`config.mk`:
```
export PLATFORM = sky130hd
export DESIGN_NAME = fuzzy_subsequence_scorer
export DESIGN_NICKNAME = d
export VERILOG_FILES = /design/src/hdl/fss_pkg.sv /design/src/hdl/fss_cfg_regs.sv /design/src/hdl/fss_match_core.sv /design/src/hdl/fuzzy_subsequence_scorer.sv
export SDC_FILE = /design/constraint.sdc
export NUM_CORES = 1
export LEC_CHECK = 0
export BUFFER_PORTS_ARGS = -buffer_cell sky130_fd_sc_hd__buf_2
export CAP_MARGIN = 0
export CORE_MARGIN = 8
export CORE_UTILIZATION = 58
export CTS_BUF_LIST = sky130_fd_sc_hd__clkbuf_4 sky130_fd_sc_hd__clkbuf_8 sky130_fd_sc_hd__clkbuf_16
export CTS_CLUSTER_SIZE = 24
export DETAILED_ROUTE_END_ITERATION = 6
export PLACE_DENSITY = 0.74
export RECOVER_POWER = 50
export SETUP_SLACK_MARGIN = 0.3
export SLEW_MARGIN = 20
export SYNTH_ARGS = -nofsm -noshare
export SYNTH_HDL_FRONTEND = slang
export SYNTH_SLANG_ARGS = --single-unit
```
`constraint.sdc`:
```
create_clock -name clk -period 19.7 [get_ports clk]
set_input_delay 3.94 -clock clk [delete_from_list [all_inputs] [get_ports clk]]
set_output_delay 3.94 -clock clk [all_outputs]
set_load 0.01 [all_outputs]
```
`src/hdl/fss_pkg.sv`:
```
`timescale 1ns / 1ps

package fss_pkg;

  typedef struct packed {
    logic [7:0] name_char;
    logic       last_char;
  } in_item_t;

  typedef struct packed {
    logic       matched;
    logic [6:0] match_score;
  } out_item_t;

  // Configuration register indexes
  localparam logic [2:0] CFG_QUERY_LENGTH  = 3'd0;
  localparam logic [2:0] CFG_CHARS_LO      = 3'd1;
  localparam logic [2:0] CFG_CHARS_MID_LO  = 3'd2;
  localparam logic [2:0] CFG_CHARS_MID_HI  = 3'd3;
  localparam logic [2:0] CFG_CHARS_HI      = 3'd4;

  localparam int unsigned CFG_INDEX_W = 3;
  localparam int unsigned CFG_DATA_W  = 64;
  localparam int unsigned QLEN_W      = 6;
  localparam int unsigned QUERY_MAX   = 32;
  localparam int unsigned QUERY_BITS  = QUERY_MAX * 8;

  localparam logic [QLEN_W-1:0] QUERY_MAX_LEN = QLEN_W'(QUERY_MAX);
  localparam logic [6:0]        PENALTY_CAP   = 7'd101;
  localparam logic [6:0]        FULL_SCORE    = 7'd100;

  // ASCII lowercase fold; only A..Z change
  function automatic logic [7:0] fold_case(input logic [7:0] c);
    if (c >= 8'h41 && c <= 8'h5A) begin
      return c + 8'h20;
    end
    return c;
  endfunction

endpackage

```
`src/hdl/fss_cfg_regs.sv`:
```
`timescale 1ns / 1ps

module fss_cfg_regs (
  input  logic                                clk,
  input  logic                                rst,
  input  logic                                wr_en,
  input  logic [fss_pkg::CFG_INDEX_W-1:0]     wr_index,
  input  logic [fss_pkg::CFG_DATA_W-1:0]      wr_data,
  output logic [fss_pkg::QLEN_W-1:0]          active_len,
  output logic [fss_pkg::QUERY_BITS-1:0]      query_bits
);

  logic [fss_pkg::QLEN_W-1:0]     query_length;
  logic [fss_pkg::CFG_DATA_W-1:0] words [4];

  always_ff @(posedge clk) begin
    if (rst) begin
      query_length <= '0;
      words[0]     <= '0;
      words[1]     <= '0;
      words[2]     <= '0;
      words[3]     <= '0;
    end else if (wr_en) begin
      case (wr_index)
        fss_pkg::CFG_QUERY_LENGTH: query_length <= wr_data[fss_pkg::QLEN_W-1:0];
        fss_pkg::CFG_CHARS_LO:     words[0] <= wr_data;
        fss_pkg::CFG_CHARS_MID_LO: words[1] <= wr_data;
        fss_pkg::CFG_CHARS_MID_HI: words[2] <= wr_data;
        fss_pkg::CFG_CHARS_HI:     words[3] <= wr_data;
        default: ;
      endcase
    end
  end

  // lengths past the query store clamp to its size
  assign active_len = (query_length > fss_pkg::QUERY_MAX_LEN) ?
                      fss_pkg::QUERY_MAX_LEN : query_length;
  assign query_bits = {words[3], words[2], words[1], words[0]};

endmodule

```
`src/hdl/fss_match_core.sv`:
```
`timescale 1ns / 1ps

module fss_match_core #(
  parameter int unsigned NAME_MAX = 256
) (
  input  logic                           clk,
  input  logic                           rst,
  input  logic                           step,
  input  fss_pkg::in_item_t              item,
  input  logic [fss_pkg::QLEN_W-1:0]     active_len,
  input  logic [fss_pkg::QUERY_BITS-1:0] query_bits,
  output fss_pkg::out_item_t             result
);

  localparam int unsigned PW = $clog2(NAME_MAX + 1);
  localparam int unsigned SW = PW + 2;
  localparam logic [PW-1:0] POS_MAX = PW'(NAME_MAX);

  logic [PW-1:0]              name_position, name_position_next;
  logic [PW-1:0]              expected_position, expected_position_next;
  logic [fss_pkg::QLEN_W-1:0] query_index, query_index_next;
  logic [6:0]                 penalty_sum, penalty_sum_next;

  logic [7:0]    qchar;
  logic          hit;
  logic [PW-1:0] gap;
  logic [SW-1:0] sum;
  logic          ok;

  always_comb begin
    qchar = query_bits[8*query_index[4:0] +: 8];
    hit   = (query_index < active_len) &&
            (fss_pkg::fold_case(qchar) == fss_pkg::fold_case(item.name_char));
    gap   = (name_position > expected_position) ?
            (name_position - expected_position) : '0;
    sum   = SW'(penalty_sum) + SW'(gap) + SW'(qchar != item.name_char);

    penalty_sum_next       = penalty_sum;
    expected_position_next = expected_position;
    query_index_next       = query_index;
    if (hit) begin
      penalty_sum_next       = (sum > SW'(fss_pkg::PENALTY_CAP)) ?
                               fss_pkg::PENALTY_CAP : sum[6:0];
      expected_position_next = (name_position == POS_MAX) ?
                               POS_MAX : name_position + 1'b1;
      query_index_next       = query_index + 1'b1;
    end
    name_position_next = (name_position == POS_MAX) ? POS_MAX : name_position + 1'b1;

    ok = (query_index_next >= active_len) && (penalty_sum_next <= fss_pkg::FULL_SCORE);
    result.matched     = ok;
    result.match_score = (ok && active_len != '0) ?
                         (fss_pkg::FULL_SCORE - penalty_sum_next) : 7'd0;
  end

  always_ff @(posedge clk) begin
    if (rst) begin
      name_position     <= '0;
      expected_position <= '0;
      query_index       <= '0;
      penalty_sum       <= '0;
    end else if (step) begin
      if (item.last_char) begin
        name_position     <= '0;
        expected_position <= '0;
        query_index       <= '0;
        penalty_sum       <= '0;
      end else begin
        name_position     <= name_position_next;
        expected_position <= expected_position_next;
        query_index       <= query_index_next;
        penalty_sum       <= penalty_sum_next;
      end
    end
  end

endmodule

```
`src/hdl/fuzzy_subsequence_scorer.sv`:
```
`timescale 1ns / 1ps

// Fuzzy subsequence scorer: a file name streams in one byte per beat on the
// in channel (in_valid / in_stall, payload in_item); the beat with last_char
// set closes the name and yields one result beat on the out channel
// (out_valid / out_stall, payload out_item: matched, match_score).
// The query (length and up to 32 chars) is loaded through the cfg write
// port (cfg_valid / cfg_ready, cfg_index, cfg_data); cfg_ready is always
// high. Write it only while no name is in flight.
// Throughput: one byte per cycle while in_stall is low, set by the state
// update in the match core. The last byte is taken into the input
// register, and its result into the result register, which drives out_*.
// Stall: out_stall holds the result register; non-final bytes keep flowing
// into the core, and only a final byte waits in the input register while a
// previous result is still unclaimed, which then raises in_stall.
// Reset (rst, synchronous): clears the query to empty, all per-name state,
// and both valid flags.
module fuzzy_subsequence_scorer #(
  parameter int unsigned NAME_MAX = 256
) (
  input  logic                               clk,
  input  logic                               rst,
  input  logic                               in_valid,
  output logic                               in_stall,
  input  fss_pkg::in_item_t                  in_item,
  output logic                               out_valid,
  input  logic                               out_stall,
  output fss_pkg::out_item_t                 out_item,
  input  logic                               cfg_valid,
  output logic                               cfg_ready,
  input  logic [fss_pkg::CFG_INDEX_W-1:0]    cfg_index,
  input  logic [fss_pkg::CFG_DATA_W-1:0]     cfg_data
);

  logic                           s1_valid;
  fss_pkg::in_item_t              s1_item;
  logic                           go;
  logic                           accept;
  logic [fss_pkg::QLEN_W-1:0]     active_len;
  logic [fss_pkg::QUERY_BITS-1:0] query_bits;
  fss_pkg::out_item_t             result;

  assign cfg_ready = 1'b1;

  fss_cfg_regs u_cfg (
    .clk        (clk),
    .rst        (rst),
    .wr_en      (cfg_valid),
    .wr_index   (cfg_index),
    .wr_data    (cfg_data),
    .active_len (active_len),
    .query_bits (query_bits)
  );

  // a final byte may only advance when the result register can take it
  assign go       = s1_valid && (!s1_item.last_char || !out_valid || !out_stall);
  assign in_stall = s1_valid && !go;
  assign accept   = in_valid && !in_stall;

  fss_match_core #(
    .NAME_MAX (NAME_MAX)
  ) u_core (
    .clk        (clk),
    .rst        (rst),
    .step       (go),
    .item       (s1_item),
    .active_len (active_len),
    .query_bits (query_bits),
    .result     (result)
  );

  // input register
  always_ff @(posedge clk) begin
    if (rst) begin
      s1_valid <= 1'b0;
    end else if (accept) begin
      s1_valid <= 1'b1;
    end else if (go) begin
      s1_valid <= 1'b0;
    end
  end

  always_ff @(posedge clk) begin
    if (accept) begin
      s1_item <= in_item;
    end
  end

  // result register
  always_ff @(posedge clk) begin
    if (rst) begin
      out_valid <= 1'b0;
    end else if (go && s1_item.last_char) begin
      out_valid <= 1'b1;
    end else if (!out_stall) begin
      out_valid <= 1'b0;
    end
  end

  always_ff @(posedge clk) begin
    if (go && s1_item.last_char) begin
      out_item <= result;
    end
  end

endmodule
```
## Yosys cells after proc, flatten, opt, wreduce, memory -nomap -nowiden

Memory sizes are Yosys's and may differ from the RTL's.
Index checks and enable logic that the tools add are counted.

| word-level totals | value |
|---|---|
| register bits after elaboration | 56 |
| memory bits (writable) | 256 |
| input bits | 81 |
| output and inout port bits | 11 |
| memories kept | 1 |

| operators by class | value |
|---|---|
| add/sub/neg operators | 8 |
| order comparisons | 10 |
| equal/unequal tests | 8 |
| shift operators | 1 |
| muxes and demuxes | 43 |
| bitwise gates (word level) | 4 |
| reduce and logical (&&, ||, !) cells | 22 |

Memories:

| memory | depth | bits a word | read ports | clocked after memory_dff | wr ports | line | source |
|---|---|---|---|---|---|---|---|
| u_cfg.words | 4 | 64 | 4 | 0 | 4 | fss_cfg_regs.sv:14 | `logic [fss_pkg::CFG_DATA_W-1:0] words [4];` |

Operators by type and width:

| cell | count |
|---|---|
| two-way mux 64 bit | 4 |
| indexed part select 256 x 9 -> 8 bit | 1 |
| two-way mux 9 bit | 5 |
| two-way mux 8 bit | 4 |
| two-way mux 1 bit | 24 |
| two-way mux 7 bit | 3 |
| two-way mux 6 bit | 3 |
| adder 8 x 6 -> 8 bit, second input constant | 2 |
| greater-or-equal comparator 8 x 7 -> 1 bit, second input constant | 2 |
| less-or-equal comparator 8 x 7 -> 1 bit, second input constant | 2 |
| adder 11 x 1 -> 11 bit | 1 |
| > comparator 11 x 7 -> 1 bit, second input constant | 1 |
| adder 7 x 9 -> 10 bit | 1 |
| adder 9 x 1 -> 9 bit, second input constant | 1 |
| equality test 9 bit, second input constant | 1 |
| > comparator 9 bit | 1 |
| logical AND 1 bit | 9 |
| subtractor 9 bit | 1 |
| equality test 8 bit | 1 |
| != test 8 bit | 1 |
| less-or-equal comparator 7 bit, second input constant | 1 |
| subtractor 7 bit, first input constant | 1 |
| adder 6 x 1 -> 6 bit, second input constant | 1 |
| equality test 3 x 2 -> 1 bit, second input constant | 2 |
| other kinds (13) | 23 |

## Logic depth before layout (Yosys ltp)

Gate-level depths: netlist (run 1).
An unclocked memory read counts as a cell.

| depth | value |
|---|---|
| word-level depth | 12 |
| gate-level depth with buffers | 29 |
| depth with buffers taken out | 27 |

## Hierarchy

Synthesis (run 1) repeated with hierarchy kept, for this count alone.

| unflattened totals | value |
|---|---|
| cells, all modules | 1299 |
| area, all modules | 16782.3 um2 |

Modules (own cells, without submodules):

| module | instances | cells an instance | area an instance (um2) | sequential area each (um2) |
|---|---|---|---|---|
| fss_cfg_regs | 1 | 675 | 10894.2 | 7807.5 |
| fss_match_core | 1 | 592 | 5273.8 | 620.6 |
| fuzzy_subsequence_scorer | 1 | 32 | 614.3 | 550.5 |

## Worst setup path after synthesis (run 1)

Ideal clock, no wire load.

| timing | value |
|---|---|
| path kind | in2reg |
| start point | input cfg_index[2] (netlist bit) |
| end point | memory u_cfg.words[2][0] (netlist bit) (enable) |
| library setup time | 574 ps |
| arrival | 8688 ps |
| slack | 10438 ps |
| stages on the path | 2 |
| buffers on the path | 0 |
| path through | nand2b_1 > o21ai_0 |

RTL lines:

| element | line | source |
|---|---|---|
| from (decl) | fuzzy_subsequence_scorer.sv:31 | `input logic [fss_pkg::CFG_INDEX_W-1:0] cfg_index,` |
| to (decl) | fss_cfg_regs.sv:14 |  |

## Worst setup path after layout (run 1)

| timing | value |
|---|---|
| start point | input out_stall |
| end point | output in_stall |

| between the ends | value |
|---|---|
| word-level cells in the longest chain between the ends | 5 |

Ends and longest elaborated chain:

| element | line | source |
|---|---|---|
| from (decl) | fuzzy_subsequence_scorer.sv:27 | `input logic out_stall,` |
| zero test 1 bit | -- |  |
| logical OR 1 bit | fuzzy_subsequence_scorer.sv:56 | `assign go = s1_valid && (!s1_item.last_char \|\| !out_valid \|\| !out_stall);` |
| logical AND 1 bit | fuzzy_subsequence_scorer.sv:56 |  |
| zero test 1 bit | fuzzy_subsequence_scorer.sv:57 | `assign in_stall = s1_valid && !go;` |
| logical AND 1 bit | fuzzy_subsequence_scorer.sv:57 |  |
| to (decl) | fuzzy_subsequence_scorer.sv:24 | `output logic in_stall,` |

Every way passes these cells.

==> run_results.csv, run 1 <==
group,metric,value,unit
sta,timing.slew.headroom,-73.7,%
synthesis,ys_seq_elements,312,
critical_path,startpoint_type,"primary input",
sta,rsz0062_at_grt,"false",
drt,detail_route.vias_per_cell,5.99,
run,max_cap_violations,7,
critical_path,crit_chain,"clkbuf_1 > nand4_1 > inv_1 > buf_2",
floorplan,effective_utilization_at_floorplan,58.4,%
drt,detail_route.wirelength,36.3,mm
final_layout,final_layout_size_suffix_gt1_share,15.1,%
drt,drt_first_iter_violations,889,
synthesis,synth_cells,1272,
drt,drt_pass1_iterations,5,
critical_path,cp_top_family,"buffers and inverters",
cts,clk_transition_reported_paths,0.05,ns
drt,route.vias.total,10300,
global_route,gr_ovfl_total,0,
placed_design,dp.final_hpwl,24.2,mm
synthesis,synth.yosys.warnings,0,
cts,clock_tree.buffer_depth,3,
critical_path,critPathBufInv,3,
pwr,cellLeakagePower,6.18,nW
pwr,cellPowerDensity,81.5,nW/µm²
floorplan,rows,61,
drt,routedWlPerCell,21.2,µm
synthesis,syn_area_per_cell,12.6,µm²
critical_path,worst_setup_path_end_kind,"output port",
cts,cts.root.buffer_cell,"clkbuf_16",
synthesis,synth_enable_flop_cells,273,
pwr,power.total,1.44,mW
synthesis,dominantRegCellSynth,"edfxtp_1",
cts,clock_latency,0.51,ns
drt,postRouteAntennaNets,0,
global_route,grt_pass1_wl,57.1,mm
final_layout,final_net_count,1464,
global_route,grt_antenna_before_repair,1,
synthesis,mappedNetlistNets,1390,
run_status,status,"finished, violations left",
critical_path,crit_slowest_cell,"nand4_1",
final_layout,synthToLayoutAreaGrowth,10.3,%
pwr,ir_worst_vdd,0.0662,mV
synthesis,syn_area,16000,µm²
critical_path,path_class,"primary input to output port",
sta,timing.final.max_slew_violations,314,
floorplan,die_x,182,µm
floorplan,die-height,182,µm
cts,post_cts_sizing_count,0,
sta,achievable_clock_frequency,120,MHz
cts,clock_tree_from_tritoncts,"built",
synthesis,synth.distinct_cells,93,
drt,remaining_drc_errors,0,
global_route,first_global_vias,10200,
synthesis,synthArstFlopShare,0,%
run_status,violated_checks,"capacitance limit, slew limit",
final_layout,post-route-cell-area,17700,µm²
floorplan,ios,92,
floorplan,core_region_area,27500,µm²
final_layout,num-fill-cells,2107,
critical_path,critical-path-max-stage-delay,0.13,ns
synthesis,yosysSeqAreaShare,56.0,%
cts,cts_buffers,34,
placed_design,numPortBuffers,90,
cts,number_of_h_tree_branching_levels,2,
sta,finalHoldViolations,0,
cts,postCtsSetupBuffers,0,
placed_design,place_area,16700,µm²
global_route,grt_max_degree,65,
sta,final_period_minus_worst_setup_slack,8.36,ns
placed_design,number_of_instances_in_the_placed_design,1656,
final_layout,final_non_filler_cell_total,1716,
critical_path,worst_endpoint_data_arrival_time,4.42,ns
placed_design,gp_congestion,0.880,
sta,number_of_endpoints_failing_setup_at_the_final_stage,0,
global_route,grt_util_all_layers,21.9,%
cts,ctsHoldBuffers,0,
sta,fin_skew,0.0306,ns
critical_path,timing.critical_path.required,15.76,ns
worst_hold_path,hold_path_class,"flip-flop to flip-flop",
critical_path,crit_path_max_fo,3,
sta,worstMarginPinSlew,2.61,ns
final_layout,finish.utilization,64.4,%
cts,clock_sinks,312,
sta,fin_crit_sh,42.5,%
sta,timing.setup.tns,0,ns
floorplan,design.die.area,33200,µm²
==> power breakdown <==
| group | internal, mW | total (mW) | switching (mW) |
|---|---|---|---|
| registers | 0.757 | 0.769 | 0.0120 |
| clock network | 0.341 | 0.589 | 0.248 |
| logic | 0.0301 | 0.0842 | 0.0540 |
==> area by class of cell <==
cell class | count | area, µm² | area share [%]
sequential | 312 | 8990 | 50.8
antenna | 2 | 5.00 | 0.0283
inverter | 28 | 105 | 0.594
tap | 346 | 433 | 2.45
clock buffer | 43 | 955 | 5.40
clock inverter | 15 | 71.3 | 0.403
multi-input combinational | 868 | 6630 | 37.4
timing repair buffer | 102 | 510 | 2.89
==> metrics by stage <==
step	setup WS, ns	hold WS, ns
6_report	11.34	0.450
5_1_grt	11.23	0.482
4_1_cts	11.36	0.451
3_5_place_dp	11.37	0.445
3_3_place_gp	11.38	0.440
2_1_floorplan	10.44	0.432
==> state kept, by name, indices dropped and copies added, names as in the netlist <==
name                      cells
u_cfg.words                 256
s1_item                       9
u_core.expected_position      9
u_core.name_position          9
out_item                      8
u_core.penalty_sum            7
u_cfg.query_length            6
u_core.query_index            6
out_valid                     1
s1_valid                      1
==> placed cells by master, fill, tap and decap left out, types with 8 or more instances in the layout <==
| cell | synthesis | routed |
|---|---|---|
| edfxtp_1 | 273 | 273 |
| and2_1 | 264 | 144 |
| and2_0 | 0 | 120 |
| buf_2 | 8 | 78 |
| nor2_1 | 70 | 69 |
| nand2_1 | 58 | 58 |
| mux2i_1 | 58 | 58 |
| dfxtp_1 | 39 | 37 |
| mux4_2 | 36 | 36 |
| a21oi_1 | 36 | 36 |
| ha_1 | 35 | 35 |
| clkbuf_16 | 0 | 35 |
| inv_1 | 28 | 28 |
| nand3_1 | 27 | 27 |
| xnor2_1 | 21 | 21 |
| o21ai_0 | 21 | 20 |
| a21o_1 | 18 | 18 |
| xor2_1 | 16 | 16 |
| clkbuf_1 | 38 | 16 |
| nand4_1 | 13 | 13 |
| nor3_1 | 13 | 12 |
| nor2b_1 | 12 | 12 |
| a22oi_1 | 11 | 11 |
| and3_1 | 9 | 9 |
| nand2b_1 | 9 | 9 |
| clkinv_1 | 0 | 8 |
| buf_4 | 6 | 8 |
==> metal layers <==
metal	global-route usage, %	vias up	share of wire (%)
met5	0	-	0
met4	5.87	0	2.2
met3	3.64	57	5.7
met2	35.1	299	47
met1	30.5	5069	45
li1	-	4848	-
==> final timing paths <==
path | startpoint | to | slack [ns] | depth (start not counted)
setup / recovery | out_stall | in_stall | 11.34 | 4
hold / removal | u_core.expected_position[5]$_SDFFE_PP0P_ | u_core.expected_position[5]$_SDFFE_PP0P_ | 0.45 | 2
setup reg to reg | u_core.query_index[1]$_SDFFE_PP0P_ | out_item[6]$_SDFFCE_PN0P_ | 12.46 | 23
hold reg to reg | u_core.expected_position[5]$_SDFFE_PP0P_ | u_core.expected_position[5]$_SDFFE_PP0P_ | 0.45 | 2
==> synthesized netlist by cell type (4+ instances only) <==
cell	number	share of area, %
ha_1	35	2.7
and3_1	9	0.35
nor2b_1	12	0.47
dfxtp_1	39	4.9
nor2_1	70	1.6
o22ai_1	5	0.19
nor4_1	5	0.19
nand3_1	27	0.84
o21ai_1	5	0.16
buf_2	8	0.25
xnor2_1	21	1.1
a221oi_1	4	0.22
a21oi_1	36	1.1
a22oi_1	11	0.51
nand4_1	13	0.51
nor3_1	13	0.41
a211oi_1	5	0.23
buf_4	6	0.28
buf_6	8	0.56
o21a_1	6	0.28
or3_1	6	0.23
and2_1	264	10
xor2_1	16	0.87
a22o_1	4	0.22
inv_1	28	0.66
a21o_1	18	0.84
nand2b_1	9	0.35
nor4b_1	5	0.27
mux4_1	4	0.66
mux2i_1	58	3.6
nand2_1	58	1.4
o221ai_1	4	0.22
a211o_1	6	0.33
a31oi_1	6	0.23
clkbuf_1	38	0.89
o21ai_0	21	0.66
edfxtp_1	273	51
mux4_2	36	5.1
==> kinds of logic after synthesis <==
family                   Yosys count  share of synthesized area (%)
buffers and inverters             92                           2.88
flip-flops                       312                           56.0
multiplexers                     100                           9.49
XOR/XNOR                          37                           2.02
AND/OR/NAND/NOR                  517                           18.6
AO/OA/AOI/OAI                    176                           8.07
adder cells (fa/ha/maj)           37                           2.98
other                              1                         0.0234
==> worst min-delay path: stages, from the launching register on <==
cell	delay, ns
dfxtp_1	0.30
nand2_1	0.05
a21oi_1	0.05
Note: power is estimated with default switching activity, not from simulation.
==> inputs of run 2 (changes only) <==
Settings changed: ABC_AREA from default to 1.
Clock period 19.7 ns to 8.15 ns, I/O delays scaled along.
==> run_results.csv, run 2 <==
group,metric,value,unit
run_status,status,"finished, violations left",
run_status,violated_checks,"capacitance limit, slew limit",
placed_design,dp.final_hpwl,26.1,mm
sta,worstMarginPinSlew,4.29,ns
cts,clk_transition_reported_paths,0.06,ns
placed_design,gp_congestion,0.940,
cts,clock_tree_from_tritoncts,"built",
drt,detail_route.wirelength,41.6,mm
pwr,cellLeakagePower,7.81,nW
critical_path,timing.reg2reg.setup_slack,2.25,ns
cts,clock_latency,0.53,ns
final_layout,synthToLayoutAreaGrowth,10.6,%
synthesis,syn_area,16100,µm²
final_layout,final_net_count,2048,
synthesis,synth.yosys.warnings,0,
critical_path,crit_path_max_fo,64,
synthesis,synth_cells,1873,
pwr,ir_worst_vdd,0.170,mV
worst_hold_path,hold_path_class,"flip-flop to flip-flop",
final_layout,final_common_cell,"nand2_1",
global_route,grt_max_degree,76,
sta,number_of_endpoints_failing_setup_at_the_final_stage,0,
synthesis,synth.top_cells.by_count,"nand2_1 (433), nor2_1 (386), edfxtp_1 (273), inv_1 (212), nand3_1 (145)",
drt,route.vias.total,12900,
global_route,gr_ovfl_total,0,
drt,drt_pass1_iterations,5,
synthesis,ys_seq_elements,312,
synthesis,syn_area_per_cell,8.59,µm²
sta,rsz0062_at_grt,"false",
floorplan,rows,61,
floorplan,core_region_area,27600,µm²
sta,finalHoldViolations,0,
synthesis,synthArstFlopShare,0,%
final_layout,largest_register_ffs,256,
floorplan,die_x,183,µm
sta,achievable_clock_frequency,159,MHz
cts,post_cts_sizing_count,0,
sta,timing.setup.tns,0,ns
critical_path,startpoint_type,"primary input",
synthesis,synth.most_common_cell,"nand2_1",
synthesis,synth.distinct_cells,46,
final_layout,final_layout_size_suffix_gt1_share,8.69,%
sta,timing.slew.headroom,-186,%
cts,number_of_h_tree_branching_levels,2,
drt,detail_route.vias_per_cell,5.52,
drt,routedWlPerCell,17.8,µm
global_route,grt_antenna_before_repair,0,
drt,drt_first_iter_violations,1201,
synthesis,synth_enable_flop_cells,273,
critical_path,timing.critical_path.required,8.17,ns
cts,clock_tree.buffer_depth,3,
sta,fin_crit_sh,77.4,%
sta,timing.final.max_slew_violations,455,
global_route,grt_pass1_wl,65.8,mm
drt,remaining_drc_errors,0,
global_route,grt_util_all_layers,24.9,%
synthesis,yosysTopAreaCellShare,51.0,%
run,max_cap_violations,7,
cts,ctsHoldBuffers,0,
final_layout,antenna_cells_inserted,0,
cts,cts.root.buffer_cell,"clkbuf_16",
sta,final_period_minus_worst_setup_slack,6.30,ns
cts,postCtsSetupBuffers,0,
floorplan,design.die.area,33300,µm²
floorplan,effective_utilization_at_floorplan,58.4,%
cts,cts_buffers,35,
pwr,cellPowerDensity,210,nW/µm²
critical_path,worst_setup_path_end_kind,"flip-flop",
synthesis,mappedNetlistNets,1991,
floorplan,ios,92,
pwr,power.total,3.73,mW
sta,fin_skew,0.0190,ns
critical_path,path_class,"primary input to flip-flop",
placed_design,numPortBuffers,90,
critical_path,worst_endpoint_data_arrival_time,6.33,ns
drt,postRouteAntennaNets,0,
synthesis,dominantRegCellSynth,"edfxtp_1",
synthesis,yosysTopAreaCell,"edfxtp_1",
final_layout,most-common-layout-cells,"nand2_1 (432), nor2_1 (386), edfxtp_1 (273)",
synthesis,synth.top_cells.by_area,"edfxtp_1 (51%), nand2_1 (10%), nor2_1 (9.0%)",
cts,clock_sinks,312,
floorplan,die-height,183,µm
synthesis,yosysSeqAreaShare,55.8,%
final_layout,largest-register,"u_cfg.words",
global_route,first_global_vias,12400,
## run 2: changes by cell type after synthesis, sizes merged, moves of 58 or more
| cell | before | now |
|---|---|---|
| nor2 | 71 | 389 |
| inv | 28 | 216 |
| and2 | 264 | 0 |
| mux2i | 58 | 0 |
| nand3 | 29 | 149 |
| nand2 | 60 | 441 |
## run 2: cell families (layout without fill, tap and decap cells)
family	count (synthesis)	in the layout	synth area share (%)
and+or+nand+nor	1023	1023	26.1
DFF	312	312	55.8
AOI/OAI and AO/OA	176	176	5.96
xor gates and xnor gates	21	21	1.19
buffers and inverters	303	386	7.90
adders and majority gates	37	37	2.97
other	1	1	0.0233
## run 2: final cells by class
class / instances / area [µm²]
inverter: 219 / 823
timing repair buffer: 104 / 509
tap: 378 / 473
sequential: 312 / 8980
fill: 2314 / 9770
clock inverter: 16 / 146
clock buffer: 47 / 966
multi-input combinational: 1258 / 5880
## run 2: layer usage
metal	track usage [%]	routed length, µm
met1	31.9	16900
met5	0	0
met3	3.86	3180
met4	9.15	1400
met2	42.1	20100
## run 2: per-stage QoR
stage,setup WS (ns),utilization (%),hold slack (ns),cells,instance area [µm²]
6_report,1.85,64.5,0.481,2334,17800
5_1_grt,1.45,64.5,0.504,2334,17800
4_1_cts,2.33,64.7,0.484,2334,17800
3_5_place_dp,2.36,60.7,0.476,2271,16700
3_3_place_gp,2.51,60.7,0.455,2271,16700
2_1_floorplan,0.880,-,0.435,1873,16100
## run 2: worst max-delay path, cell delays in order
cell and delay [ns]:
clkbuf_1 0.71, inv_1 0.72, o31ai_4 0.17, clkbuf_1 3.02
## run 2: worst paths after layout
path | start | to | cells past startpoint
worst min register to register | u_core.expected_position[5]$_SDFFE_PP0P_ | u_core.expected_position[5]$_SDFFE_PP0P_ | 2
worst max register to register | u_core.query_index[0]$_SDFFE_PP0P_ | out_item[6]$_SDFFCE_PN0P_ | 31
worst max-delay path | rst | u_cfg.words[0][42]$_SDFFCE_PN0P_ | 4
worst min-delay path | u_core.expected_position[5]$_SDFFE_PP0P_ | u_core.expected_position[5]$_SDFFE_PP0P_ | 2
## run 2: power breakdown
part           internal (mW)  switching (mW)
combinational          0.104           0.228
clock                  0.901           0.626
sequential              1.84          0.0334
total                   2.85           0.887
